<file path="src/hw/rtl/wsd_pkg.sv">
`timescale 1ns / 1ps
`default_nettype none
// ----------------------------------------------------------------------------
// Waypoint steering decision package
// Shared command codes, register indexes, register widths and the flag word
// that passes between the geometry and decision stages.
// ----------------------------------------------------------------------------
package wsd_pkg;

    // Drive command codes.
    localparam int CMD_W = 3;
    typedef enum logic [CMD_W-1:0] {
        CMD_LEFT    = 3'd0,
        CMD_RIGHT   = 3'd1,
        CMD_FORWARD = 3'd2,
        CMD_REVERSE = 3'd3,
        CMD_ARRIVED = 3'd4
    } t_cmd;

    // Configuration port layout.
    localparam int CFG_IDX_W  = 4;
    localparam int CFG_DATA_W = 16;
    localparam logic [CFG_IDX_W-1:0] REG_ARRIVE_DISTANCE    = 4'd0;
    localparam logic [CFG_IDX_W-1:0] REG_TURN_TAN_THRESHOLD = 4'd1;

    // Register widths and reset values.
    localparam int ARRIVE_W = 13;
    localparam int THR_W    = 16;
    localparam int THR_FRAC = 12;
    localparam logic [ARRIVE_W-1:0] ARRIVE_RESET = 13'd30;
    localparam logic [THR_W-1:0]    THR_RESET    = 16'd722;

    // Decision flags carried from the geometry stages.
    typedef struct packed {
        logic arrived;
        logic left;
        logic forward;
    } t_wsd_flags;

endpackage : wsd_pkg
`default_nettype wire

</file>
<file path="src/hw/rtl/wsd_decide.sv">
`timescale 1ns / 1ps
`default_nettype none
// ----------------------------------------------------------------------------
// Waypoint steering decision stages
// Scales the dot magnitude by the tangent threshold, compares it with the
// cross magnitude and registers the final command word.
// ----------------------------------------------------------------------------
module wsd_decide #(
    parameter int COORD_BITS = 12
) (
    input  wire logic                       i_clk,
    input  wire logic                       i_rst_n,
    input  wire logic                       i_valid,
    output logic                            o_ready,
    input  wire logic [2*COORD_BITS+2:0]    i_mag_cross,
    input  wire logic [2*COORD_BITS+2:0]    i_mag_dot,
    input  wire wsd_pkg::t_wsd_flags        i_flags,
    input  wire logic [wsd_pkg::THR_W-1:0]  i_turn_tan,
    output logic                            o_valid,
    input  wire logic                       i_ready,
    output logic [wsd_pkg::CMD_W-1:0]       o_command
);
    import wsd_pkg::*;

    localparam int MAG_W = 2 * COORD_BITS + 3;
    localparam int CMP_W = MAG_W + THR_W;

    logic en4, en5;
    logic r_v4, r_v5;

    assign en5     = !r_v5 || i_ready;
    assign en4     = !r_v4 || en5;
    assign o_ready = en4;
    assign o_valid = r_v5;

    // Stage 4: threshold times dot magnitude, cross magnitude in Q.12.
    logic [CMP_W-1:0]          r_thr_dot;
    logic [MAG_W+THR_FRAC-1:0] r_cross_q;
    t_wsd_flags                r_flags;

    always_ff @(posedge i_clk) begin
        if (en4) begin
            r_thr_dot <= CMP_W'(i_turn_tan) * CMP_W'(i_mag_dot);
            r_cross_q <= {i_mag_cross, {THR_FRAC{1'b0}}};
            r_flags   <= i_flags;
        end
    end

    // Stage 5: command selection into the output register.
    logic turn;
    t_cmd n_cmd;
    t_cmd r_cmd;

    always_comb begin
        turn = CMP_W'(r_cross_q) > r_thr_dot;
        priority if (r_flags.arrived) begin
            n_cmd = CMD_ARRIVED;
        end else if (turn) begin
            n_cmd = r_flags.left ? CMD_LEFT : CMD_RIGHT;
        end else begin
            n_cmd = r_flags.forward ? CMD_FORWARD : CMD_REVERSE;
        end
    end

    always_ff @(posedge i_clk) begin
        if (en5) begin
            r_cmd <= n_cmd;
        end
    end

    always_ff @(posedge i_clk) begin
        if (!i_rst_n) begin
            r_v4 <= 1'b0;
            r_v5 <= 1'b0;
        end else begin
            if (en4) r_v4 <= i_valid;
            if (en5) r_v5 <= r_v4;
        end
    end

    assign o_command = r_cmd;

endmodule : wsd_decide
`default_nettype wire

</file>
<file path="config.mk">
export PLATFORM = sky130hd
export DESIGN_NAME = wsd_decide
export DESIGN_NICKNAME = d
export VERILOG_FILES = /design/src/hw/rtl/wsd_pkg.sv /design/src/hw/rtl/wsd_decide.sv
export SDC_FILE = /design/constraint.sdc
export NUM_CORES = 1
export LEC_CHECK = 0
export BUFFER_PORTS_ARGS = -buffer_cell sky130_fd_sc_hd__clkbuf_2
export CAP_MARGIN = 20
export CORE_MARGIN = 5
export CORE_UTILIZATION = 35
export CTS_CLUSTER_SIZE = 14
export DETAILED_ROUTE_END_ITERATION = 10
export GPL_ROUTABILITY_DRIVEN = 0
export REMOVE_ABC_BUFFERS = 1
export SYNTH_ARGS = -nofsm -noshare
export SYNTH_HDL_FRONTEND = slang
export SYNTH_SLANG_ARGS = --single-unit
</file>
<file path="constraint.sdc">
create_clock -name i_clk -period 8.02 [get_ports i_clk]
set_input_delay 0.401 -clock i_clk [delete_from_list [all_inputs] [get_ports i_clk]]
set_output_delay 0.401 -clock i_clk [all_outputs]
set_load 0.02 [all_outputs]
</file>
# Word level (Yosys, flattened, before mapping)
# Index checks and enable logic that the tools add are counted.
[op_classes] n_mul=1 n_lt_le_gt_ge=1 mux=3 reduce_logical=4
[ops] operator="$gt A39 B43 Y1" count=1
[ops] operator="$mul A16 B27 Y43" count=1
[ops] operator="$logic_not A1 Y1" count=2
[ops] operator="$logic_or A1 B1 Y1" count=2
[ops] operator="$mux W1" count=2
[ops] operator="$mux W2" count=1
[totals] reg_bits=78 input_bits=77 out_inout_bits=5

# Depth between registers and ports, before layout
[depth] depth_word=3 depth_mapped=24

# Least setup slack after synthesis
# OpenSTA, ideal clock, no wires.
[synth_path] path_type="input to register" startpoint="in i_turn_tan[7] (netlist bit)" endpoint="reg r_thr_dot[35], data pin" setup_ns=0.270 t_arrival_ns=5.938 slack_ns=1.812 path_stages=22 path_buffers=3 cell_sequence="clkbuf_1 -> clkbuf_1 -> nand2_1 -> fa_1 -> inv_1 -> fa_1 -> fa_1 -> fa_1 -> fa_1 -> inv_1 -> fa_1 -> inv_1 -> ha_1 -> buf_6 -> a21o_1 -> a21o_1 -> a221o_1 -> and2_0 -> o31a_1 -> o21ai_1 -> a31oi_1 -> xor2_1"
[synth_between] elab_chain_cells=1
[synth_rtl] item="start, declared" line_no="wsd_decide.sv:18" rtl="input wire logic [wsd_pkg::THR_W-1:0] i_turn_tan,"
[synth_rtl] item="$mul A16 B27 Y43" line_no="wsd_decide.sv:43" rtl="r_thr_dot <= CMP_W'(i_turn_tan) * CMP_W'(i_mag_dot);"
[synth_rtl] item="end signal, assigned" line_no="wsd_decide.sv:43"
[synth_rtl] item="end, declared" line_no="wsd_decide.sv:37" rtl="logic [CMP_W-1:0] r_thr_dot;"
# Every way passes these cells.
# A chain may end at the register's enable or synchronous reset.

# Worst setup path after layout
[layout_path] startpoint="in i_turn_tan[7] (netlist bit)" endpoint="reg r_thr_dot[37], data pin"
# The elaborated chain is that of the path after synthesis.

==> impl_metrics.ini <==
[synth]
synth.ff_latch_count = 78
synth_ff_type = edfxtp_1
yosysSeqAreaShare = 0.1365
synth_cell_types = 60
async_flop_share = 0
yosysWarnings = 0
syn_inst = 1793
synth_edf_count = 76
avgSynthCellArea_um2 = 9.490
synthesis.area_mm2 = 0.01702

[timing]
setup_ws_ns = 1.598
min_period_over_period = 0.8008
worst_slew_pin_slew_ns = 0.9853
max_freq_ghz = 0.1557
relSlewSlack = 0.3431
final.min_clock_period_ns = 6.422
grt_setup_unrepaired = false
hold_violations = 0
fin_skew_ns = 0.008396
tns_ns = 0
maxSlewViolCount = 0
setup_violations = 0

[worst_setup_path]
slowest_stage = fa_1
rr_worst_depth = 8
cpPeakStageDelay_ns = 0.57
critPathCaptureType = flip-flop
crit_end = r_thr_dot[37]$_DFFE_PP_
critPathLaunch = i_turn_tan[7]
cp_max_fo = 27
startpoint_type = input pin
critPathMostFrequentCell = fa_1
worstPathRequired_ns = 8.10
crit_type = input pin to flip-flop
r2r_slack_ns = 5.24
rr_startpoint = r_cross_q[13]$_DFFE_PP_
crit_chain = clkbuf_2, nand2_1, fa_1, inv_1, fa_1, inv_1, fa_1, inv_1, fa_1, fa_1, inv_1, fa_1, inv_1, ha_1, a21oi_1, o21ai_1, o211ai_1, nand3_1, a31o_1, a41o_1, a41oi_2, xnor2_1
critPathArrivalTime_ns = 6.51
r2r_end = o_command[0]$_SDFFCE_PP0P_

[global_routing]
grt_overflow = 0
grt_usage = 0.1601
grt_pass1_vias = 13940
antenna_found_initial = 0
grt_max_degree = 75
grt_pass1_wl_um = 69880

[clock_network]
h-tree-depth = 3
cts_hold_buf = 0
clkLatencyLatePin_ns = 0.33
clkTransAtPathRegs_ns = 0.07
cts-resized-gates = 0
post-cts-setup-buffers = 0
cts-buffers-inserted = 9
cts_tree = done
cts-root-buf = clkbuf_16
clockBufferDepth = 2
clkSinkCount = 78

[placed_design]
place_ws_ns = 1.313
dp_hpwl_um = 32700
io_buffers = 81

[hold_path]
hold_class = input pin to flip-flop

[detailed_routing]
vias = 12060
routed_via_density = 4.971
drc = 0
ant_nets = 0
routedWlPerCell_um = 16.59
wl_um = 40250
drt_pass1_iterations = 5
drt_iter0_drc = 592

[final_layout]
nets = 2374
drive_above_1_share = 0.06236
num-fill-cells = 4821
antenna_cells = 0
syn_to_final_growth_pct = 6.956
fin_util = 0.3796
mostFrequentLayoutCell = inv_1
final_cell_mix = 399 x inv_1, 348 x fa_1, 282 x nand2_1

[die]
start_util = 0.3549
ios = 82
num_rows = 80
die_h_um = 230.5
dieArea_mm2 = 0.05312
coreArea_mm2 = 0.04795
fp.dieW_um = 230.5

[job]
maxCapViolations = 0

[outcome]
run_status = completed
==> worst max-delay path: cells and delay by family <==
kind,cells,cell delay [ns]
fa+ha+maj,7,3.38
buf+inv,6,0.76
xor+xnor,1,0.08
simple gates,2,0.47
compound gates,6,1.40
==> metrics by stage <==
stage,hold slack (ns),instances,area (um^2)
final,0.2421,2427,18200
after global routing,0.2239,2427,18200
after CTS,0.2267,2427,18200
after detailed placement,0.4703,2411,17870
after global placement,0.4622,2411,17870
after floorplan,0.4522,1715,16690
==> cell type report <==
cell class / instances / area [um^2] / share of cell area
Multi-Input combinational cell: 1238 / 12880 / 0.7075
Sequential cell: 78 / 2322 / 0.1276
Timing Repair Buffer: 81 / 405.4 / 0.02228
Tap cell: 615 / 769.5 / 0.04228
Inverter: 399 / 1498 / 0.08230
Clock buffer: 9 / 225.2 / 0.01238
Clock inverter: 7 / 102.6 / 0.005638
==> per-layer routing <==
metal  vias to the layer above  part of all wire  global-route usage
met1                      6239              0.41              0.1988
li1                       5461                 -                   -
met4                         0             0.022             0.03587
met3                        63             0.036             0.01425
met2                       301              0.53              0.3020
met5                         -                 0                   0
==> kinds of logic (layout without fill, tap and decap cells) <==
| group | Yosys count | count (layout) | share of synthesized area |
|---|---|---|---|
| AND/OR/NAND/NOR | 555 | 555 | 0.1601 |
| XOR/XNOR | 36 | 36 | 0.01853 |
| flip-flops | 78 | 78 | 0.1365 |
| adder cells (fa/ha/maj) | 490 | 490 | 0.5139 |
| AO/OA/AOI/OAI | 157 | 157 | 0.06383 |
| buffers and inverters | 477 | 496 | 0.1072 |
==> registers in the layout, indices dropped and copies added, names as in the netlist <==
signal     cells
o_command      3
r_flags        3
r_thr_dot     43
r_cross_q     27
r_v4           1
o_valid        1
==> synth_stat cells (2+ instances only) <==
| library cell | number | area share |
|---|---|---|
| inv_1 | 399 | 0.088 |
| nor3_1 | 9 | 0.0026 |
| o21ai_1 | 4 | 0.0012 |
| o21a_1 | 4 | 0.0018 |
| ha_1 | 142 | 0.10 |
| a21o_2 | 2 | 0.0010 |
| fa_1 | 348 | 0.41 |
| a21o_1 | 43 | 0.019 |
| nand2_1 | 283 | 0.062 |
| o21ai_0 | 18 | 0.0053 |
| edfxtp_1 | 76 | 0.13 |
| a211oi_1 | 6 | 0.0026 |
| nor2_1 | 20 | 0.0044 |
| a21boi_1 | 2 | 0.00088 |
| a221o_1 | 2 | 0.0012 |
| a21oi_1 | 42 | 0.012 |
| clkbuf_1 | 73 | 0.016 |
| nor3b_1 | 3 | 0.0013 |
| xnor2_1 | 22 | 0.011 |
| and2_1 | 182 | 0.067 |
| nand4b_1 | 2 | 0.0010 |
| a41oi_1 | 4 | 0.0021 |
| and3_1 | 6 | 0.0022 |
| and4_2 | 2 | 0.0012 |
| nand3_1 | 10 | 0.0029 |
| a31oi_1 | 6 | 0.0022 |
| nor2b_1 | 7 | 0.0026 |
| o211ai_1 | 3 | 0.0013 |
| buf_6 | 4 | 0.0026 |
| nand4_1 | 16 | 0.0059 |
| o21bai_2 | 2 | 0.0013 |
| dfxtp_1 | 2 | 0.0024 |
| o21bai_1 | 5 | 0.0022 |
| nor4_1 | 3 | 0.0011 |
| xor2_1 | 14 | 0.0072 |
| nand2b_1 | 3 | 0.0011 |
==> worst min-delay path by stage <==
stage                                      end  cells past startpoint                  from
floorplan           o_command[2]$_SDFFCE_PP1P_                      0  r_flags[2]$_DFFE_PP_
global placement    o_command[2]$_SDFFCE_PP1P_                      0  r_flags[2]$_DFFE_PP_
detailed placement  o_command[2]$_SDFFCE_PP1P_                      0  r_flags[2]$_DFFE_PP_
CTS                    r_cross_q[22]$_DFFE_PP_                      1       i_mag_cross[10]
global route           r_cross_q[30]$_DFFE_PP_                      1       i_mag_cross[18]
finish                 r_cross_q[33]$_DFFE_PP_                      1       i_mag_cross[21]
Power is left out: the tool's default activity adds up to more than one toggle a clock period on the data nets, which glitch-free logic cannot reach.
