===== config.mk =====
export PLATFORM = sky130hd
export DESIGN_NAME = wsd_geom
export DESIGN_NICKNAME = d
export VERILOG_FILES = /design/src/hw/rtl/wsd_pkg.sv /design/src/hw/rtl/wsd_geom.sv
export SDC_FILE = /design/constraint.sdc
export NUM_CORES = 2
export LEC_CHECK = 0
export BUFFER_PORTS_ARGS = -buffer_cell sky130_fd_sc_hd__buf_4
export CAP_MARGIN = 20
export CORE_AREA = 2 2 343 684
export DETAILED_ROUTE_END_ITERATION = 7
export DIE_AREA = 0 0 345 686
export GPL_TIMING_DRIVEN = 0
export RECOVER_POWER = 100
export REMOVE_ABC_BUFFERS = 1
export SETUP_SLACK_MARGIN = 0.4
export SLEW_MARGIN = 20
export SYNTH_ARGS = -nofsm -noshare
export SYNTH_HDL_FRONTEND = slang
export SYNTH_SLANG_ARGS = --single-unit

===== constraint.sdc =====
create_clock -name i_clk -period 21.7 [get_ports i_clk]
set_input_delay 4.34 -clock i_clk [delete_from_list [all_inputs] [get_ports i_clk]]
set_output_delay 4.34 -clock i_clk [all_outputs]
set_load 0.02 [all_outputs]

===== src/hw/rtl/wsd_pkg.sv =====
`timescale 1ns / 1ps
`default_nettype none
// ----------------------------------------------------------------------------
// Waypoint steering decision package
// Shared command codes, register indexes, register widths and the flag word
// that passes between the geometry and decision stages.
// ----------------------------------------------------------------------------
package wsd_pkg;

    // Drive command codes.
    localparam int CMD_W = 3;
    typedef enum logic [CMD_W-1:0] {
        CMD_LEFT    = 3'd0,
        CMD_RIGHT   = 3'd1,
        CMD_FORWARD = 3'd2,
        CMD_REVERSE = 3'd3,
        CMD_ARRIVED = 3'd4
    } t_cmd;

    // Configuration port layout.
    localparam int CFG_IDX_W  = 4;
    localparam int CFG_DATA_W = 16;
    localparam logic [CFG_IDX_W-1:0] REG_ARRIVE_DISTANCE    = 4'd0;
    localparam logic [CFG_IDX_W-1:0] REG_TURN_TAN_THRESHOLD = 4'd1;

    // Register widths and reset values.
    localparam int ARRIVE_W = 13;
    localparam int THR_W    = 16;
    localparam int THR_FRAC = 12;
    localparam logic [ARRIVE_W-1:0] ARRIVE_RESET = 13'd30;
    localparam logic [THR_W-1:0]    THR_RESET    = 16'd722;

    // Decision flags carried from the geometry stages.
    typedef struct packed {
        logic arrived;
        logic left;
        logic forward;
    } t_wsd_flags;

endpackage : wsd_pkg
`default_nettype wire


===== src/hw/rtl/wsd_geom.sv =====
`timescale 1ns / 1ps
`default_nettype none
// ----------------------------------------------------------------------------
// Waypoint steering geometry stages
// Three register stages: vector setup and arrival check, products and
// squares, then cross, dot, distance compare and turn side.
// ----------------------------------------------------------------------------
module wsd_geom #(
    parameter int COORD_BITS = 12
) (
    input  wire logic                         i_clk,
    input  wire logic                         i_rst_n,
    input  wire logic                         i_valid,
    output logic                              o_ready,
    input  wire logic [COORD_BITS-1:0]        i_front_x,
    input  wire logic [COORD_BITS-1:0]        i_front_y,
    input  wire logic [COORD_BITS-1:0]        i_back_x,
    input  wire logic [COORD_BITS-1:0]        i_back_y,
    input  wire logic [COORD_BITS-1:0]        i_target_x,
    input  wire logic [COORD_BITS-1:0]        i_target_y,
    input  wire logic [wsd_pkg::ARRIVE_W-1:0] i_arrive_distance,
    output logic                              o_valid,
    input  wire logic                         i_ready,
    output logic [2*COORD_BITS+2:0]           o_mag_cross,
    output logic [2*COORD_BITS+2:0]           o_mag_dot,
    output wsd_pkg::t_wsd_flags               o_flags
);
    import wsd_pkg::*;

    localparam int C     = COORD_BITS;
    localparam int R_W   = C + 1;
    localparam int N_W   = C + 2;
    localparam int P_W   = 2 * C + 3;
    localparam int S_W   = 2 * C + 4;
    localparam int MAG_W = 2 * C + 3;
    localparam int SQ_W  = 2 * C;
    localparam int D_W   = 2 * C + 1;
    localparam int M_W   = (C + 1 > ARRIVE_W) ? C + 1 : ARRIVE_W;

    // Stage enables: a stage loads when empty or when its word moves on.
    logic en1, en2, en3;
    logic r_v1, r_v2, r_v3;

    assign en3     = !r_v3 || i_ready;
    assign en2     = !r_v2 || en3;
    assign en1     = !r_v1 || en2;
    assign o_ready = en1;
    assign o_valid = r_v3;

    // ---------------- Stage 1: axis, target vector, arrival ----------------
    logic signed [N_W-1:0] fx_s, fy_s, bx_s, by_s, tx_s, ty_s;
    logic [C:0]            sum_x, sum_y;
    logic [C-1:0]          cx, cy, ad_cx, ad_cy;
    logic [C:0]            manh;
    logic [C-1:0]          n_adfx, n_adfy, n_adbx, n_adby;

    logic signed [R_W-1:0] r_rx, r_ry;
    logic signed [N_W-1:0] r_nx, r_ny;
    logic [C-1:0]          r_adfx, r_adfy, r_adbx, r_adby;
    logic                  r_s1_arrived;

    function automatic logic [C-1:0] abs_diff(input logic [C-1:0] a, input logic [C-1:0] b);
        abs_diff = (a >= b) ? a - b : b - a;
    endfunction

    always_comb begin
        fx_s   = signed'({2'b00, i_front_x});
        fy_s   = signed'({2'b00, i_front_y});
        bx_s   = signed'({2'b00, i_back_x});
        by_s   = signed'({2'b00, i_back_y});
        tx_s   = signed'({2'b00, i_target_x});
        ty_s   = signed'({2'b00, i_target_y});
        // Truncated midpoint and Manhattan distance to the target.
        sum_x  = {1'b0, i_front_x} + {1'b0, i_back_x};
        sum_y  = {1'b0, i_front_y} + {1'b0, i_back_y};
        cx     = sum_x[C:1];
        cy     = sum_y[C:1];
        ad_cx  = abs_diff(i_target_x, cx);
        ad_cy  = abs_diff(i_target_y, cy);
        manh   = {1'b0, ad_cx} + {1'b0, ad_cy};
        n_adfx = abs_diff(i_front_x, i_target_x);
        n_adfy = abs_diff(i_front_y, i_target_y);
        n_adbx = abs_diff(i_back_x, i_target_x);
        n_adby = abs_diff(i_back_y, i_target_y);
    end

    always_ff @(posedge i_clk) begin
        if (en1) begin
            r_rx         <= R_W'(fx_s - bx_s);
            r_ry         <= R_W'(fy_s - by_s);
            r_nx         <= (tx_s <<< 1) - fx_s - bx_s;
            r_ny         <= (ty_s <<< 1) - fy_s - by_s;
            r_adfx       <= n_adfx;
            r_adfy       <= n_adfy;
            r_adbx       <= n_adbx;
            r_adby       <= n_adby;
            r_s1_arrived <= M_W'(manh) <= M_W'(i_arrive_distance);
        end
    end

    // ---------------- Stage 2: cross and dot products, squares ----------------
    logic signed [P_W-1:0] r_p_nxry, r_p_nyrx, r_p_rxnx, r_p_ryny;
    logic [SQ_W-1:0]       r_sq_fx, r_sq_fy, r_sq_bx, r_sq_by;
    logic                  r_s2_arrived;

    always_ff @(posedge i_clk) begin
        if (en2) begin
            r_p_nxry     <= P_W'(r_nx) * P_W'(r_ry);
            r_p_nyrx     <= P_W'(r_ny) * P_W'(r_rx);
            r_p_rxnx     <= P_W'(r_rx) * P_W'(r_nx);
            r_p_ryny     <= P_W'(r_ry) * P_W'(r_ny);
            r_sq_fx      <= r_adfx * r_adfx;
            r_sq_fy      <= r_adfy * r_adfy;
            r_sq_bx      <= r_adbx * r_adbx;
            r_sq_by      <= r_adby * r_adby;
            r_s2_arrived <= r_s1_arrived;
        end
    end

    // ---------------- Stage 3: cross, dot, distances, turn side ----------------
    logic signed [S_W-1:0] cross_sum, dot;
    logic [D_W-1:0]        d_front, d_back;
    logic                  cross_pos, dot_pos, dot_zero;
    t_wsd_flags            n_flags;
    logic [MAG_W-1:0]      n_mag_cross, n_mag_dot;

    logic [MAG_W-1:0]      r_mag_cross, r_mag_dot;
    t_wsd_flags            r_flags;

    always_comb begin
        cross_sum   = S_W'(r_p_nxry) - S_W'(r_p_nyrx);
        dot         = S_W'(r_p_rxnx) + S_W'(r_p_ryny);
        d_front     = D_W'(r_sq_fx) + D_W'(r_sq_fy);
        d_back      = D_W'(r_sq_bx) + D_W'(r_sq_by);
        cross_pos   = !cross_sum[S_W-1] && (cross_sum != '0);
        dot_pos     = !dot[S_W-1] && (dot != '0);
        dot_zero    = (dot == '0);
        n_mag_cross = cross_sum[S_W-1] ? MAG_W'(-cross_sum) : MAG_W'(cross_sum);
        n_mag_dot   = dot[S_W-1] ? MAG_W'(-dot) : MAG_W'(dot);
        // A perpendicular heading turns by the sign of cross alone.
        n_flags.arrived = r_s2_arrived;
        n_flags.left    = dot_zero ? cross_pos : (cross_pos == dot_pos);
        n_flags.forward = d_front <= d_back;
    end

    always_ff @(posedge i_clk) begin
        if (en3) begin
            r_mag_cross <= n_mag_cross;
            r_mag_dot   <= n_mag_dot;
            r_flags     <= n_flags;
        end
    end

    // Valid bits travel with the words.
    always_ff @(posedge i_clk) begin
        if (!i_rst_n) begin
            r_v1 <= 1'b0;
            r_v2 <= 1'b0;
            r_v3 <= 1'b0;
        end else begin
            if (en1) r_v1 <= i_valid;
            if (en2) r_v2 <= r_v1;
            if (en3) r_v3 <= r_v2;
        end
    end

    assign o_mag_cross = r_mag_cross;
    assign o_mag_dot   = r_mag_dot;
    assign o_flags     = r_flags;

endmodule : wsd_geom
`default_nettype wire


======== Word-level counts from Yosys, hierarchy flattened ========
Cells that the tools add are included.
W data, S select, Z words.
word-level totals
  RAM bits ................................ 0
  input bits .............................. 89
  bits in registers ....................... 368
  output and inout port bits .............. 59
  latch bits .............................. 0
  memories ................................ 0
  logic and storage cells ................. 92
  memory bits (read-only) ................. 0
cells by class
  multiplexer cells ....................... 9
  shift operators ......................... 0
  magnitude comparators ................... 8
  multiply operators ...................... 8
  reduce and logical (&&, ||, !) cells .... 13
  div/mod/pow operators ................... 0
  equal/unequal tests ..................... 1
  bitwise logic cells ..................... 0
  $add $sub $neg .......................... 27
operators by type and width
  operator             count
  $sub A12 B12 Y12     12
  $mul A12 B12 Y24     4
  $ge A12 B12 Y1       6
  $mux W12             6
  $reduce_bool A28 Y1  2
  $mul A13 B14 Y27     2
  $mul A14 B13 Y27     2
  $mux W27             2
  $neg A27 Y27         2
  $add A24 B24 Y25     2
  $add A12 B12 Y13     3
  $add A27 B27 Y28     1
  $logic_not A28 Y1    1
  $sub A13 B12 Y14     2
  $sub A14 B13 Y14     2
  $sub A27 B27 Y28     1
  $sub A12 B12 Y13     2
  $le A25 B25 Y1       1
  $le A13 B13 Y1       1
  $logic_not A1 Y1     5
  $logic_or A1 B1 Y1   3
  $logic_and A1 B1 Y1  2
  $eq A1 B1 Y1         1
  $mux W1              1

======== Longest topological paths before layout ========
  depth in word-level cells ............... 5
  depth in mapped cells ................... 39
  depth with buffers taken out ............ 38

======== Worst setup path before layout ========
OpenSTA, ideal clock, no wires.
  path type ............................... input port to output port
  start point ............................. input i_ready
  end point ............................... output o_ready
  path buffers ............................ 0
  arrival time ............................ 7.057 ns
  data required time ...................... 17.360 ns
  path slack .............................. 10.303 ns
  cell stages on the path ................. 2
  cells stage by stage .................... nor2b_1 > nand3_1
on the way
  word-level cells in the longest chain between the ends .. 3
RTL lines
  element             RTL line        RTL
  start: declaration  wsd_geom.sv:23  input wire logic i_ready,
  $logic_or A1 B1 Y1  wsd_geom.sv:44  assign en3 = !r_v3 || i_ready;
  $logic_or A1 B1 Y1  wsd_geom.sv:45  assign en2 = !r_v2 || en3;
  $logic_or A1 B1 Y1  wsd_geom.sv:46  assign en1 = !r_v1 || en2;
  end: declaration    wsd_geom.sv:14  output logic o_ready,
No other way between the ends.

======== Worst setup path in the final report ========
Same ends and word-level chain as after synthesis.

==> results by group <==
STA
  • Setup violators final: 0
  • RSZ-0062 raised after global routing: no
  • Slew @ Worst Pin: ~3 ns
  • Max-slew violations: between 400 and 500
  • Fmax: between 70 and 80 MHz
  • Clock skew: 0.0521 ns
  • Minimum clock period: 13.04 ns
  • Final Hold Viols: 0
  • Tcrit/Tclk final: between 60% and 70%
  • Setup TNS Final: 0 ns
  • Slew headroom: -99.3%
  • Setup ws final: 8.66 ns

Detailed routing
  • Vias/cell: 4.81
  • Drt first pass iters: 7
  • Via count: 49400
  • DRC errors left: 0
  • Post-DRT Antenna Nets: 0
  • Drt first-iter violations: between 2000 and 3000
  • Wire per inst: 17.7 µm
  • Routed wire length: roughly 180000 µm

Worst setup path
  • Reg2reg start: r_rx[12]
  • Reg2Reg Setup Slack: 13.60 ns
  • Worst Path Max Fanout: 35
  • CP max stage cell: clkbuf_1
  • Setup crit start kind: primary input
  • CP arrival: around 8.7 ns
  • CP cell instances: clkbuf_4, nor2b_1, nand3_4, clkbuf_1, clkbuf_1, clkbuf_1
  • Max incr delay on CP: between 1.5 and 2 ns
  • CP endpoint kind: primary output
  • CP Data Required Time: around 17 ns
  • WS Path Type: in -> out
  • CP dominant cell by count: clkbuf_1
  • Worst reg-to-reg path cell count: 20
  • Reg2Reg Capture Point: r_p_rxnx[26]

Hold path
  • WHS Path Cells: 0
  • Launch point of the worst hold path: r_s2_arrived
  • Hold Path Class: reg -> reg
  • Hold Path End: o_flags[2]

Logic synthesis
  • Synth Instances: 7171
  • Area leader, netlist: fa_1
  • Top-count cell post-synth: inv_1
  • Yosys cell types: between 90 and 100
  • YS warnings: 0
  • Ys async rst share: 0%
  • Yosys top cell area share: between 30% and 40%
  • Syn Area/Cell: roughly 9.6 µm²
  • Largest cells by area after synthesis: fa_1, ha_1, edfxtp_1
  • Sequential area share after synthesis: 15.8%
  • Ys flop type: edfxtp_1
  • EDFF count, synth: 361
  • Synthesized cell area: about 69000 µm²
  • Top post-synthesis cells by count: inv_1, fa_1, ha_1
  • Seq cells post-synth: 364

GRT
  • Number of global-route vias before repair: 54300
  • Pin count of the biggest net entering global routing: between 50 and 60
  • Global-route wire length before repair: around 290000 µm
  • Total global-route track usage: around 15%
  • GRT Residual Overflow: 0
  • Initial antenna violation count: 9

Cells and area
  • Share of layout cells above drive strength 1: under 10%
  • Fillers: 23800
  • Final Net Count: approximately 9200
  • Core Util, Final: about 32%
  • Sequential cell area: 10900 µm²
  • Multi-input gate area: 52200 µm²
  • Area delta synth->final: 8.63%

Clocking
  • CTS tree: yes
  • Skew-Pair Late Insertion Delay: 0.68 ns
  • # Post-CTS Setup Buffers: 0
  • Sink Count: about 360
  • CTS Buf Count: 41
  • Root Driver: clkbuf_16
  • Resized cells post-CTS: 0
  • Max H-tree Level: 2
  • Clock-pin slew on the worst setup and hold paths: 0.06 ns
  • CTS max path bufs: 3
  • CTS hold repair buffers: 0

Floorplan
  • Die width: 345 µm
  • Starting density of the core: approximately 30%
  • Row count: 250
  • Die H: 686 µm
  • Die area: around 240000 µm²
  • Core box area: ~230000 µm²
  • IO Count: 148

Place
  • PortBufs: about 150
  • Gp weighted congestion: just over 0.9
  • Pre-CTS WS: between 9 and 10 ns
  • Post-DP HPWL: 154000 µm

Status
  • Status: complete, but fails checks
  • Violated checks: max-capacitance violations, max-slew violations

Run
  • Max-cap violations: 12
## registers in the layout (all words and copies together), names as in the netlist
signal	cells
r_rx	13
r_ny	14
r_adbx	12
r_s1_arrived	1
o_mag_cross	27
r_adby	12
r_p_rxnx	27
r_p_ryny	27
r_sq_fy	23
r_nx	14
r_adfy	12
r_v2	1
r_p_nxry	27
o_mag_dot	27
r_ry	13
r_p_nyrx	27
r_v1	1
o_valid	1
r_s2_arrived	1
r_sq_by	23
o_flags	3
r_sq_fx	23
r_adfx	12
r_sq_bx	23
## critical path: cells and delay by family
family	cells	cell delay (ns)
buffers and inverters	4	3.93
AND/OR/NAND/NOR	2	0.27
## area by class of cell
cell class	count	share of cell area, %
multi-input combinational	5246	69.6
inverter	1343	6.72
timing repair buffer	205	2.21
tap	3024	5.04
sequential	364	14.5
clock inverter	28	0.409
clock buffer	46	1.42
antenna	13	0.0434
## placed cells by master, fill, tap and decap left out, types with 10 or more instances in the layout
cell type and instances:
mux2i_1 45, nand3_1 48, o31ai_1 20, ha_1 900, buf_4 80, nand4_1 20
diode_2 13, and2_0 25, or2_2 25, inv_1 1342, and3_1 28, a21o_1 182
o21ai_0 203, a31oi_1 29, a211oi_1 25, o211ai_1 10, clkbuf_1 82, a21boi_0 25
o21bai_1 56, nor2b_1 85, mux2_2 13, a2111oi_0 12, o21a_1 52, nor3_1 60
xnor2_1 307, a21oi_1 323, and2_1 468, nand2b_1 106, nor2_1 225, xor2_1 147
or3_1 24, buf_8 38, nand2_1 592, clkbuf_16 42, edfxtp_1 361, fa_1 1045
## metal layers
layer | vias up | track usage (%) | share of wire (%)
met5 | - | 0 | 0
met4 | 0 | 12.3 | 9.2
met3 | 437 | 1.11 | 3.0
met2 | 1072 | 28.7 | 52
met1 | 24900 | 16.1 | 36
li1 | 23000 | - | -
## metrics by stage
step | hold WS [ns] | cells | area, µm²
finish | 0.419 | 10300 | 75000
global route | 0.442 | 10300 | 75000
CTS | 0.420 | 10200 | 75500
detailed placement | 0.405 | 10200 | 74100
global placement | 0.412 | 10100 | 73100
floorplan | 0.400 | 6953 | 68200
## worst max path at each step
stage	startpoint	to	cells past startpoint
finish	i_ready	o_ready	6
global placement	i_ready	o_ready	4
floorplan	i_ready	o_ready	2
CTS	i_back_x[2]	r_s1_arrived	36
global route	i_ready	o_ready	6
detailed placement	i_back_x[2]	r_s1_arrived	36
## cell families after synthesis
logic type / Yosys count / share of synthesized area [%]
AO/OA/AOI/OAI: 1047 / 9.79
AND/OR/NAND/NOR: 1741 / 12.7
multiplexers: 59 / 0.880
adder cells (fa/ha/maj): 1945 / 46.6
buffers and inverters: 1561 / 8.50
XOR/XNOR: 454 / 5.76
flip-flops: 364 / 15.8
Power is not shown: default switching activity piles up to over one toggle a cycle in this logic, so the estimate is an artifact.
