**src/hw/rtl/wsd_pkg.sv**
```systemverilog
`timescale 1ns / 1ps
`default_nettype none
// ----------------------------------------------------------------------------
// Waypoint steering decision package
// Shared command codes, register indexes, register widths and the flag word
// that passes between the geometry and decision stages.
// ----------------------------------------------------------------------------
package wsd_pkg;

    // Drive command codes.
    localparam int CMD_W = 3;
    typedef enum logic [CMD_W-1:0] {
        CMD_LEFT    = 3'd0,
        CMD_RIGHT   = 3'd1,
        CMD_FORWARD = 3'd2,
        CMD_REVERSE = 3'd3,
        CMD_ARRIVED = 3'd4
    } t_cmd;

    // Configuration port layout.
    localparam int CFG_IDX_W  = 4;
    localparam int CFG_DATA_W = 16;
    localparam logic [CFG_IDX_W-1:0] REG_ARRIVE_DISTANCE    = 4'd0;
    localparam logic [CFG_IDX_W-1:0] REG_TURN_TAN_THRESHOLD = 4'd1;

    // Register widths and reset values.
    localparam int ARRIVE_W = 13;
    localparam int THR_W    = 16;
    localparam int THR_FRAC = 12;
    localparam logic [ARRIVE_W-1:0] ARRIVE_RESET = 13'd30;
    localparam logic [THR_W-1:0]    THR_RESET    = 16'd722;

    // Decision flags carried from the geometry stages.
    typedef struct packed {
        logic arrived;
        logic left;
        logic forward;
    } t_wsd_flags;

endpackage : wsd_pkg
`default_nettype wire

```
**src/hw/rtl/wsd_if.sv**
```systemverilog
`timescale 1ns / 1ps
`default_nettype none


// Register write channel.
interface wsd_cfg_if;
    logic                            valid;
    logic                            ready;
    logic [wsd_pkg::CFG_IDX_W-1:0]   index;
    logic [wsd_pkg::CFG_DATA_W-1:0]  data;

    modport source (output valid, index, data, input ready);
    modport sink   (input valid, index, data, output ready);
endinterface : wsd_cfg_if
`default_nettype wire

```
**src/hw/rtl/wsd_cfg_regs.sv**
```systemverilog
`timescale 1ns / 1ps
`default_nettype none
// ----------------------------------------------------------------------------
// Waypoint steering configuration registers
// Holds the arrival distance and the turn tangent threshold.
// ----------------------------------------------------------------------------
module wsd_cfg_regs (
    input  wire logic                        i_clk,
    input  wire logic                        i_rst_n,
    wsd_cfg_if.sink                          i_cfg,
    output logic [wsd_pkg::ARRIVE_W-1:0]     o_arrive_distance,
    output logic [wsd_pkg::THR_W-1:0]        o_turn_tan
);
    import wsd_pkg::*;

    logic [ARRIVE_W-1:0] r_arrive_distance;
    logic [THR_W-1:0]    r_turn_tan;

    // Writes are always taken.
    assign i_cfg.ready = 1'b1;

    // Register file; an unknown index is dropped.
    always_ff @(posedge i_clk) begin
        if (!i_rst_n) begin
            r_arrive_distance <= ARRIVE_RESET;
            r_turn_tan        <= THR_RESET;
        end else if (i_cfg.valid) begin
            unique case (i_cfg.index)
                REG_ARRIVE_DISTANCE:    r_arrive_distance <= i_cfg.data[ARRIVE_W-1:0];
                REG_TURN_TAN_THRESHOLD: r_turn_tan        <= i_cfg.data[THR_W-1:0];
                default: ;
            endcase
        end
    end

    assign o_arrive_distance = r_arrive_distance;
    assign o_turn_tan        = r_turn_tan;

endmodule : wsd_cfg_regs
`default_nettype wire

```
**src/flat_wrapper.sv**
```systemverilog
// flat-port wrapper written by rule: the top's interface ports become plain ports
module wsd_cfg_regs_flat import wsd_pkg::*;
  (i_clk, i_rst_n, o_arrive_distance, o_turn_tan, i_cfg_valid, i_cfg_index, i_cfg_data, i_cfg_ready);
  wsd_cfg_if i_cfg_i ();
  input  wire logic i_clk;
  input  wire logic i_rst_n;
  output logic [wsd_pkg::ARRIVE_W-1:0] o_arrive_distance;
  output logic [wsd_pkg::THR_W-1:0] o_turn_tan;
  input wire logic [$bits(i_cfg_i.valid)-1:0] i_cfg_valid;
  input wire logic [$bits(i_cfg_i.index)-1:0] i_cfg_index;
  input wire logic [$bits(i_cfg_i.data)-1:0] i_cfg_data;
  output wire logic [$bits(i_cfg_i.ready)-1:0] i_cfg_ready;
  assign i_cfg_i.valid = i_cfg_valid;
  assign i_cfg_i.index = i_cfg_index;
  assign i_cfg_i.data = i_cfg_data;
  assign i_cfg_ready = i_cfg_i.ready;
  wsd_cfg_regs u_core (.i_clk(i_clk), .i_rst_n(i_rst_n), .i_cfg(i_cfg_i), .o_arrive_distance(o_arrive_distance), .o_turn_tan(o_turn_tan));
endmodule
```
**config.mk**
```make
export PLATFORM = sky130hd
export DESIGN_NAME = wsd_cfg_regs_flat
export DESIGN_NICKNAME = d
export VERILOG_FILES = /design/src/hw/rtl/wsd_pkg.sv /design/src/hw/rtl/wsd_if.sv /design/src/hw/rtl/wsd_cfg_regs.sv /design/src/flat_wrapper.sv
export SDC_FILE = /design/constraint.sdc
export NUM_CORES = 1
export LEC_CHECK = 0
export CORE_MARGIN = 3
export CORE_UTILIZATION = 60
export CTS_CLUSTER_DIAMETER = 120
export DETAILED_ROUTE_END_ITERATION = 16
export DONT_BUFFER_PORTS = 1
export PLACE_DENSITY_LB_ADDON = 0.08
export SLEW_MARGIN = 15
export SYNTH_ARGS = -nofsm -noshare
export SYNTH_HDL_FRONTEND = slang
export SYNTH_SLANG_ARGS = --single-unit
export TNS_END_PERCENT = 30
```
**constraint.sdc**
```tcl
create_clock -name i_clk -period 1.3 [get_ports i_clk]
set_input_delay 0.065 -clock i_clk [delete_from_list [all_inputs] [get_ports i_clk]]
set_output_delay 0.065 -clock i_clk [all_outputs]
set_load 0.05 [all_outputs]
```
Word level (Yosys, flattened, before mapping)
Index checks and enable logic that the tools add are counted. Widths: inputs -> output; s select.

Logic and storage cells: 6. Bits in registers: 29.

Eq/ne operators: 1. Reductions and logical operators: 3.

Operators by type and width (number): $eq 4x1->1 const B (1); $logic_not 4->1 (1); $reduce_and 2->1 (2).

Longest topological paths before layout
Gate-level depths: netlist (run 1).

Depth in word-level cells: 2. Depth in mapped cells: 5. Mapped depth without buffers: 3.

Least setup slack after synthesis (run 1)
Ideal clock, no wire load.

Kind: in2reg. Start: input port i_cfg_index[1]. End: register u_core.r_arrive_distance[11] (netlist: u_core.o_arrive_distance[11]). Arrival: 0.908 ns. Path slack: 0.320 ns. Stages: 5. Cell sequence: nor4b_4 > buf_6 > and2b_1 > buf_6 > mux2i_1.

Word-level cells in the longest chain between the ends: 2.

Ends and longest elaborated chain: start: declaration (line flat_wrapper.sv:10) `input wire logic [$bits(i_cfg_i.index)-1:0] i_cfg_index;`; $logic_not 4->1 (line wsd_cfg_regs.sv:28) `unique case (i_cfg.index)`; $reduce_and 2->1 (no source line); end signal: assignment (line wsd_cfg_regs.sv:29) `REG_ARRIVE_DISTANCE: r_arrive_distance <= i_cfg.data[ARRIVE_W-1:0];`; end: declaration (line wsd_cfg_regs.sv:16) `logic [ARRIVE_W-1:0] r_arrive_distance;`.

No other way between the ends. A chain may end at the register's enable or synchronous reset.

Worst setup path in the final report (run 1)
Start: input port i_cfg_index[1]. End: register u_core.r_arrive_distance[3] (netlist: u_core.o_arrive_distance[3]).

Same word-level chain as after synthesis.

==> metrics, run 1 <==
run status finished, final reports clean; EDFF count, synth 0; Routed Wire Length 3528 um; CP Capture Type flop; crit path from i_cfg_index[1]; top-count cell post-synth nand2_1; later-pin clock latency in the skew report 0.32 ns; critical-path cell list nor4b_4 -> and2b_1 -> o211ai_1 -> dlygate4sd3_1; initial antenna violation count 0; Worst Path Arrival 1.44 ns; pin count of the biggest net entering global routing 45; Post-synth top cells nand2_1, dfxtp_1, mux2i_1; clk root buf clkbuf_4; Final Slew Violations 0; Power Dens Cells 965.5 nW/um^2; clock network power share 32.1%; area delta synth->final 38.75%; worst setup margin 0.08824 ns; DIE AREA 2617 sq um; Syn Inst Count 128; clk_skew 0 ns; Initial Utilization 67.22%; Setup Buffers After CTS 0; vias in the first global route 1,125; Die Wd 51.16 um; kind of critical path in2reg; io pins 53; clock-pin slew on the worst setup and hold paths 0.10 ns; DP HPWL 1898 um; Int Pwr 0.001190 W; Total Routing Usage GR 29.05%; first-pass detailed-route iteration total 4; hold buffer count at cts 23; async set-reset flop share out of synthesis 0%; Yosys warning total 0; fraction of layout cells with a size suffix above 1 23.60%; Vias 1,113; n_diodes 0; nets@finish 200; Synthesized Nets 151; post-cts resize count 0; Post-synth top flop dfxtp_1; Via density 5.483; Fill cells 61; dpl cell area 1403 sq um; min cycle time layout 1.212 ns; static leakage 0.7589 nW; TritonCTS clock tree done; synth top area cells dfxtp_1, mux2i_1, nand2_1; Peak Freq 825.2 MHz; Final Instance Area 1698 sq um; Worst Hold Class in2reg; RePlAce Congestion 0.7067; core area 1821 sq um; Port Buffer Count 0; CTS Buf Count 5; CP startpoint kind primary input; crit path buf inv count 1; Site Rows 15; WHS 0.01325 ns; Max-Cap Viols 0; Final Hold Violating Endpoints 0; hold wc startpoint i_rst_n; Syn Std Cell Area 1224 sq um; worst flop-to-flop path startpoint u_core.o_arrive_distance[3]; Avg Inst Size Synth 9.560 sq um; period utilisation layout 93.21%; RSZ-0062 raised after global routing false; top-area cell type share of the netlist area 47.44%; CP top delay family simple AND/OR/NAND/NOR gates; NetSw 0.0004489 W; count of final setup violators 0; crit path max fanout 7; switching part of the total 27.38%; multi-input logic area 526.8 sq um; first-pass GRT wire length 5395 um; CTS H-tree lvls 2; Detail Route Antenna Nets 0; Power, Total 0.001639 W; 1st-iter DRT viols 26; DRC Markers 0; Fin Setup TNS 0 ns; Yosys cell types 20; sequential cell area 580.6 sq um; pre-CTS setup slack 0.2483 ns; Reg power frac 55.4%; GRT Residual Overflow 0; crit-path max cell delay 0.57 ns; Critical Path Slowest Stage Cell dlygate4sd3_1; Die Y 51.16 um; Comb pwr share 12.5%; clk sink count 29; VDD IR-drop max 0.8316 mV; Clock Path Buffers 2; Worst EP required 1.53 ns; sequential area share after synthesis 47.44%; #FFs+latches synth 29; cell taking the most area after synthesis dfxtp_1; routed length per placed instance 17.38 um
==> kinds of logic (layout without fill, tap and decap cells) <==
family	after synthesis	after routing	synth area share [%]
AND/OR/NAND/NOR	50	50	20.04
buffers and inverters	17	67	9.509
flip-flops	29	29	47.44
multiplexers	22	22	18.00
other	1	1	0.3065
AO/OA/AOI/OAI	9	9	4.704
==> registers in the layout, indices dropped and copies added (netlist names) <==
register                  flops
u_core.o_turn_tan            16
u_core.o_arrive_distance     13
==> metrics by stage <==
step,util [%],std cells
after floorplan,-,128
after global placement,77.04,172
after detailed placement,77.04,172
after CTS,93.26,203
after global routing,93.26,203
final,93.26,203
==> layer usage <==
layer  global-route usage [%]  wire, um  vias up
li1                         -         -      511
met1                    25.92      1205      515
met2                    55.15      1907       73
met3                    10.50       295       14
met4                    16.14       120        0
met5                        0         0        -
==> layout by cell type, fill, tap and decap left out <==
cell type      synthesis  final
nor2b_1                4      4
nor4b_4                1      1
a21oi_1                4      4
nand2b_1               2      2
inv_1                  5      5
nand3b_1               2      2
dlygate4sd3_1          0     22
conb_1                 1      1
nand2b_2               1      1
buf_4                  1     30
o211ai_1               5      5
nand2_1               35     35
buf_12                 1      2
clkbuf_4               0      5
clkinvlp_4             0      1
clkinv_2               0      2
and2b_1                1      1
and2_1                 1      1
dfxtp_1               29     29
mux2i_1               22     22
nand3_1                3      3
==> worst paths after layout <==
kind | slack [ns] | to | cells past startpoint
worst max-delay path | 0.09 | u_core.o_arrive_distance[3] | 4
worst min-delay path | 0.01 | u_core.o_turn_tan[7] | 2
worst max register to register | 0.11 | u_core.o_arrive_distance[3] | 3
worst min register to register | 0.47 | u_core.o_turn_tan[2] | 2
==> cell type report <==
class	instances	area share, %
well taps	25	1.842
inverters	5	1.105
repair buffers	54	28.59
clock inverters	3	1.032
multi-input cells	82	31.02
flip-flops and latches	29	34.19
clock buffers	5	2.211
==> power by group through the flow <==
stage | Combinational, W | Clock, W | Sequential [W]
6_report | 0.000205 | 0.000526 | 0.000909
3_5_place_dp | 0.000126 | 0 | 0.000928
5_1_grt | 0.000213 | 0.000567 | 0.000910
3_3_place_gp | 0.000123 | 0 | 0.000927
2_1_floorplan | 0.0000794 | 0 | 0.000972
4_1_cts | 0.000196 | 0.000534 | 0.000908
Note: power is estimated with default switching activity, not from simulation.
==> inputs of run 2 (changes only) <==
CORE_UTILIZATION = 64   (was 60)
clock period = 1.55 ns   (was 1.3 ns; I/O delays follow)
==> metrics, run 2 (synthesis results as in run 1) <==
min cycle time layout 1.392 ns; DP HPWL 1765 um (-7.0%); first-pass detailed-route iteration total 4 (unchanged); worst-case reg-to-reg path depth 4 (+1); Detail Route Antenna Nets 0 (unchanged); clk_skew 0 ns (unchanged); reg-to-reg slack, setup 0.16 ns (+0.05 ns); run status finished, final reports clean; Routed Wire Length 3887 um (+10%); post-cts resize count 0 (unchanged); CP startpoint kind flop; core area 1764 sq um (-3.1%); Total Routing Usage GR 34.58% (+5.5 points); most frequent cells in the layout nand2_1, buf_4, dfxtp_1; crit path max fanout 2 (-5); Power Dens Cells 812.1 nW/um^2 (-16%); Finished Layout Cells 203 (unchanged); CP Capture Type flop; Final Slew Violations 0 (unchanged); Initial Utilization 69.36% (+2.1 points); first-pass GRT wire length 6085 um (+13%); NetSw 0.0003666 W (-18%); 1st-iter DRT viols 40 (+54%); kind of critical path reg2reg; CTS H-tree lvls 2 (unchanged); count of final setup violators 0 (unchanged); DRC Markers 0 (unchanged); clk sink count 29 (unchanged); Die Wd 49.73 um (-2.8%); Reg power frac 55.6% (+0.2 points); n_diodes 0 (unchanged); static leakage 0.7571 nW (-0.23%); initial antenna violation count 0 (unchanged); hold buffer count at cts 23 (unchanged); Worst EP required 1.82 ns (+0.29 ns); vias in the first global route 1,180 (+4.9%); Power, Total 0.001366 W (-17%); period utilisation layout 89.83%; nets@finish 200 (unchanged); Vias 1,140 (+2.4%); placed cell count 172 (unchanged); Setup Buffers After CTS 0 (unchanged); clock network power share 31.6% (-0.5 points); Max-Cap Viols 0 (unchanged); RSZ-0062 raised after global routing false; Die Y 49.73 um (-2.8%); Final Instance Area 1682 sq um (-0.96%); VDD IR-drop max 0.6978 mV (-16%); Comb pwr share 12.8% (+0.3 points); CTS Buf Count 5 (unchanged); DIE AREA 2473 sq um (-5.5%); most common cell after layout, fill and taps aside nand2_1; io pins 53 (unchanged); Fin Setup TNS 0 ns (unchanged); Site Rows 15 (unchanged); Final Hold Violating Endpoints 0 (unchanged); max reg flops 16 (unchanged); TritonCTS clock tree done; hold depth 2 (unchanged); RePlAce Congestion 0.6719 (-4.9%); Clock Path Buffers 2 (unchanged); later-pin clock latency in the skew report 0.33 ns (about the same); Int Pwr 0.0009990 W (-16%); dpl cell area 1390 sq um (-0.89%); Port Buffer Count 0 (unchanged); GRT Residual Overflow 0 (unchanged); Peak Freq 718.2 MHz; fraction of layout cells with a size suffix above 1 23.03% (-0.56 points); area delta synth->final 37.42%; Worst Path Arrival 1.66 ns (+0.22 ns); switching part of the total 26.84% (-0.54 points); pin count of the biggest net entering global routing 44 (-2.2%); Worst Hold Class in2reg; routed length per placed instance 19.15 um (+10%); clk root buf clkbuf_4; clock-pin slew on the worst setup and hold paths 0.10 ns (about the same); Via density 5.616 (+2.4%)
[run 2: cell types whose count changed in the layout (fill, tap and decap cells not counted), sizes merged]
cell	before	now
clkbuf	5	6
clkinvlp	1	0
[run 2: stage by stage]
step	setup WS (ns)	hold slack (ns)	util, %
global route	0.1344	0.02776	95.32
finish	0.1577	0.02764	95.32
CTS	0.1985	0.002907	95.32
detailed placement	0.4191	0.1799	78.79
floorplan	0.5580	0.2197	-
global placement	0.4749	0.1715	78.79
[run 2: power by group through the flow]
stage	logic (W)	registers, W	clock network (W)
floorplan	0.0000666	0.000816	0
global placement	0.000103	0.000776	0
detailed placement	0.000105	0.000776	0
CTS	0.000164	0.000759	0.000434
global route	0.000182	0.000761	0.000470
finish	0.000175	0.000760	0.000431
[run 2: final cells by class]
class | count | area, sq um
clock buffer | 6 | 41.29
clock inverter | 2 | 10.01
fill | 43 | 82.58
inverter | 5 | 18.77
multi-input combinational | 82 | 526.8
sequential | 29 | 580.6
tap | 25 | 31.28
timing repair buffer | 54 | 473.0
[run 2: layer usage]
metal  vias to the layer above  track usage (%)  wire (um)
met4                         0            22.58        234
met5                         -                0          0
li1                        508                -          -
met1                       534            33.65       1302
met3                        27            14.80        333
met2                        71            59.03       2016
[run 2: critical path: stages (launching register included)]
cell	delay, ns
dfxtp_1	0.33
buf_4	0.20
inv_1	0.06
o211ai_1	0.16
dlygate4sd3_1	0.58
[run 2: path summary, 6_finish.rpt]
path,to,start
worst max-delay path,u_core.o_arrive_distance[3],u_core.o_arrive_distance[3]
worst max register to register,u_core.o_arrive_distance[3],u_core.o_arrive_distance[3]
worst min register to register,u_core.o_arrive_distance[5],u_core.o_arrive_distance[5]
worst min-delay path,u_core.o_turn_tan[6],i_rst_n
==> inputs of run 3 (changes only) <==
CORE_UTILIZATION = 69   (was 64)
CTS_BUF_LIST = sky130_fd_sc_hd__clkbuf_2   (was not set)
==> metrics, run 3 <==
run status stopped before the end; Failed at clock tree synthesis; stop err [ERROR DPL-0038] Utilization greater than 100%, impossible to legalize; Yosys warning total 0 (unchanged); #FFs+latches synth 29 (unchanged); Setup Buffers After CTS 0 (unchanged); Post-synth top cells nand2_1, dfxtp_1, mux2i_1; Synthesized Nets 151 (unchanged); Initial Utilization 76.77% (+7.4 points); Port Buffer Count 0 (unchanged); Synth Area in Adders 0% (unchanged); top-count cell post-synth nand2_1; DP HPWL 1898 um (+7.6%); synth top area cells dfxtp_1, mux2i_1, nand2_1; placed cell count 172 (unchanged); Synth Area in XOR/XNOR 0% (unchanged); post-cts resize count 0 (unchanged); Site Rows 14 (-1); RePlAce Congestion 0.6765 (+0.68%); CTS Buf Count 5 (unchanged); Simple-Gate Fraction of Synth Area 20.04% (unchanged); Post-synth top flop dfxtp_1; cell taking the most area after synthesis dfxtp_1; Syn Inst Count 128 (unchanged); largest family of logic cells by synthesized area simple AND/OR/NAND/NOR gates; Die Y 48.11 um (-3.2%); clk sink count 29 (unchanged); area fraction in compound gates after synthesis 4.703% (unchanged); Die Wd 48.11 um (-3.2%); sequential area share after synthesis 47.44% (unchanged); io pins 53 (unchanged); multiplexer area fraction after synthesis 18.00% (unchanged); clk root buf clkbuf_2; Clock Path Buffers 2 (unchanged); Yosys cell types 20 (unchanged); top-area cell type share of the netlist area 47.44% (unchanged); Syn Std Cell Area 1224 sq um (unchanged); Avg Inst Size Synth 9.560 sq um (unchanged); EDFF count, synth 0 (unchanged); CTS H-tree lvls 2 (unchanged); hold buffer count at cts 24 (+4.3%); async set-reset flop share out of synthesis 0% (unchanged)
run 3: cell counts after synthesis:
Identical to the previous run, type by type.
run 3: kinds of logic after synthesis:
logic type	after synthesis
other	1
DFF	29
AOI/OAI and AO/OA	9
muxes	22
buffers and inverters	17
and+or+nand+nor	50
run 3: metrics by stage:
| step | setup slack [ns] | utilization [%] | hold WS (ns) | instance area, sq um |
|---|---|---|---|---|
| floorplan | 0.5580 | - | 0.2197 | 1224 |
| global placement | 0.5354 | 87.60 | 0.1701 | 1396 |
| detailed placement | 0.4918 | 87.60 | 0.1749 | 1396 |
==> inputs of run 4 (changes only) <==
CORE_AREA = 3 3 64 66   (was not set)
CORE_MARGIN = not set   (was 3)
CORE_UTILIZATION = not set   (was 69)
CTS_BUF_LIST = not set   (was sky130_fd_sc_hd__clkbuf_2)
CTS_CLUSTER_DIAMETER = not set   (was 120)
DIE_AREA = 0 0 67 69   (was not set)
PLACE_DENSITY_LB_ADDON = 0.15   (was 0.08)
==> metrics, run 4 (synthesis results as in run 1) <==
Site Rows 22 (+8); RePlAce Congestion 0.6596 (-2.5%); DIE AREA 4623 sq um; Final Slew Violations 0; Via density 4.458; fraction of layout cells with a size suffix above 1 24.29%; Power Dens Cells 920.2 nW/um^2; Final Hold Violating Endpoints 0; most common cell after layout, fill and taps aside nand2_1; clock network power share 42.5%; Comb pwr share 10.2%; run status finished, final reports clean; CP Capture Type flop; Port Buffer Count 0 (unchanged); first-pass GRT wire length 4595 um; most frequent cells in the layout nand2_1, buf_4, dfxtp_1; reg-to-reg slack, setup 0.39 ns; Reg power frac 47.3%; clk root buf clkbuf_8; Hold EP u_core.o_turn_tan[4]; initial antenna violation count 0; Die Wd 67 um (+39%); Finished Layout Cells 225; clock-pin slew on the worst setup and hold paths 0.07 ns; Routed Wire Length 2861 um; dpl cell area 1426 sq um (+2.2%); 1st-iter DRT viols 26; crit path max fanout 6; Int Pwr 0.001228 W; Worst Path Arrival 1.50 ns; placed cell count 196 (+14%); kind of critical path in2reg; count of final setup violators 0; clk_skew 0 ns; Vias 1,003; pin count of the biggest net entering global routing 40; hold depth 3; Die Y 69 um (+43%); worst-case reg-to-reg path depth 3; Worst EP required 1.72 ns; nets@finish 199; n_diodes 0; CTS Buf Count 5 (unchanged); worst flop-to-flop path startpoint u_core.o_turn_tan[9]; Clock Path Buffers 2 (unchanged); hold wc startpoint i_rst_n; DP HPWL 1947 um (+2.6%); DRC Markers 0; Worst Hold Class in2reg; Crit Reg-Reg Endpoint u_core.o_turn_tan[9]; core area 3633 sq um; RSZ-0062 raised after global routing false; CP startpoint kind primary input; VDD IR-drop max 0.3797 mV; io pins 53 (unchanged); Max-Cap Viols 0; min cycle time layout 1.331 ns; Setup Buffers After CTS 0 (unchanged); area delta synth->final 42.84%; final core occ 48.11%; CTS H-tree lvls 2 (unchanged); static leakage 0.7818 nW; routed length per placed instance 12.72 um; Final Instance Area 1748 sq um; switching part of the total 23.67%; Fin Setup TNS 0 ns; vias in the first global route 1,061; later-pin clock latency in the skew report 0.28 ns; Total Routing Usage GR 13.23%; Detail Route Antenna Nets 0; first-pass detailed-route iteration total 4; Peak Freq 751.5 MHz; period utilisation layout 85.86%; TritonCTS clock tree done; Initial Utilization 33.68% (-43 points); WHS 0.01453 ns; clk sink count 29 (unchanged); GRT Residual Overflow 0; NetSw 0.0003807 W; max reg flops 16
[run 4: area by class of cell]
cell class	instances	area, sq um
multi-input combinational	82	526.8
sequential	29	580.6
fill	366	1886
clock inverter	1	5.005
clock buffer	7	96.34
inverter	5	18.77
tap	48	60.06
timing repair buffer	53	460.4
[run 4: timing repair]
item,CTS,global route
hold endpoints to repair,29,0
gates resized for setup,0,0
hold buffers,21,0
endpoints found under the setup margin,0,0
[run 4: power by group through the flow]
stage                     Combinational [W]  Clock, W  Sequential, W
final                              0.000164  0.000684       0.000760
after global routing               0.000175  0.000740       0.000760
after CTS                          0.000165  0.000716       0.000760
after detailed placement           0.000107         0       0.000776
after global placement             0.000106         0       0.000776
after floorplan                   0.0000666         0       0.000816
[run 4: critical path: stages]
cell           delay (ns)
nor4b_4              0.40
and2_1               0.21
buf_4                0.17
o211ai_1             0.09
dlygate4sd3_1        0.56
[run 4: metrics by stage]
stage | total power [W] | setup WS (ns)
after floorplan | 0.0008822 | 0.5580
after global placement | 0.0008819 | 0.4280
after detailed placement | 0.0008836 | 0.3852
after CTS | 0.001641 | 0.2195
after global routing | 0.001676 | 0.1275
final | 0.001608 | 0.2192
[run 4: worst max path at each step]
stage | from | end | slack [ns] | depth (start not counted)
5_1_grt | i_cfg_index[1] | u_core.o_turn_tan[9] | 0.13 | 5
2_1_floorplan | i_cfg_index[1] | u_core.o_arrive_distance[11] | 0.56 | 5
6_report | i_cfg_index[1] | u_core.o_turn_tan[9] | 0.22 | 5
3_5_place_dp | i_cfg_index[1] | u_core.o_turn_tan[14] | 0.39 | 4
4_1_cts | i_cfg_index[1] | u_core.o_turn_tan[9] | 0.22 | 5
3_3_place_gp | i_cfg_index[1] | u_core.o_arrive_distance[7] | 0.43 | 3
[run 4: per-layer routing]
| layer | GRT usage [%] | wire [um] | up-vias |
|---|---|---|---|
| met5 | 0 | 0 | - |
| met4 | 6.757 | 70 | 0 |
| met3 | 4.072 | 197 | 8 |
| met2 | 23.03 | 1470 | 31 |
| met1 | 13.82 | 1123 | 457 |
| li1 | - | - | 507 |
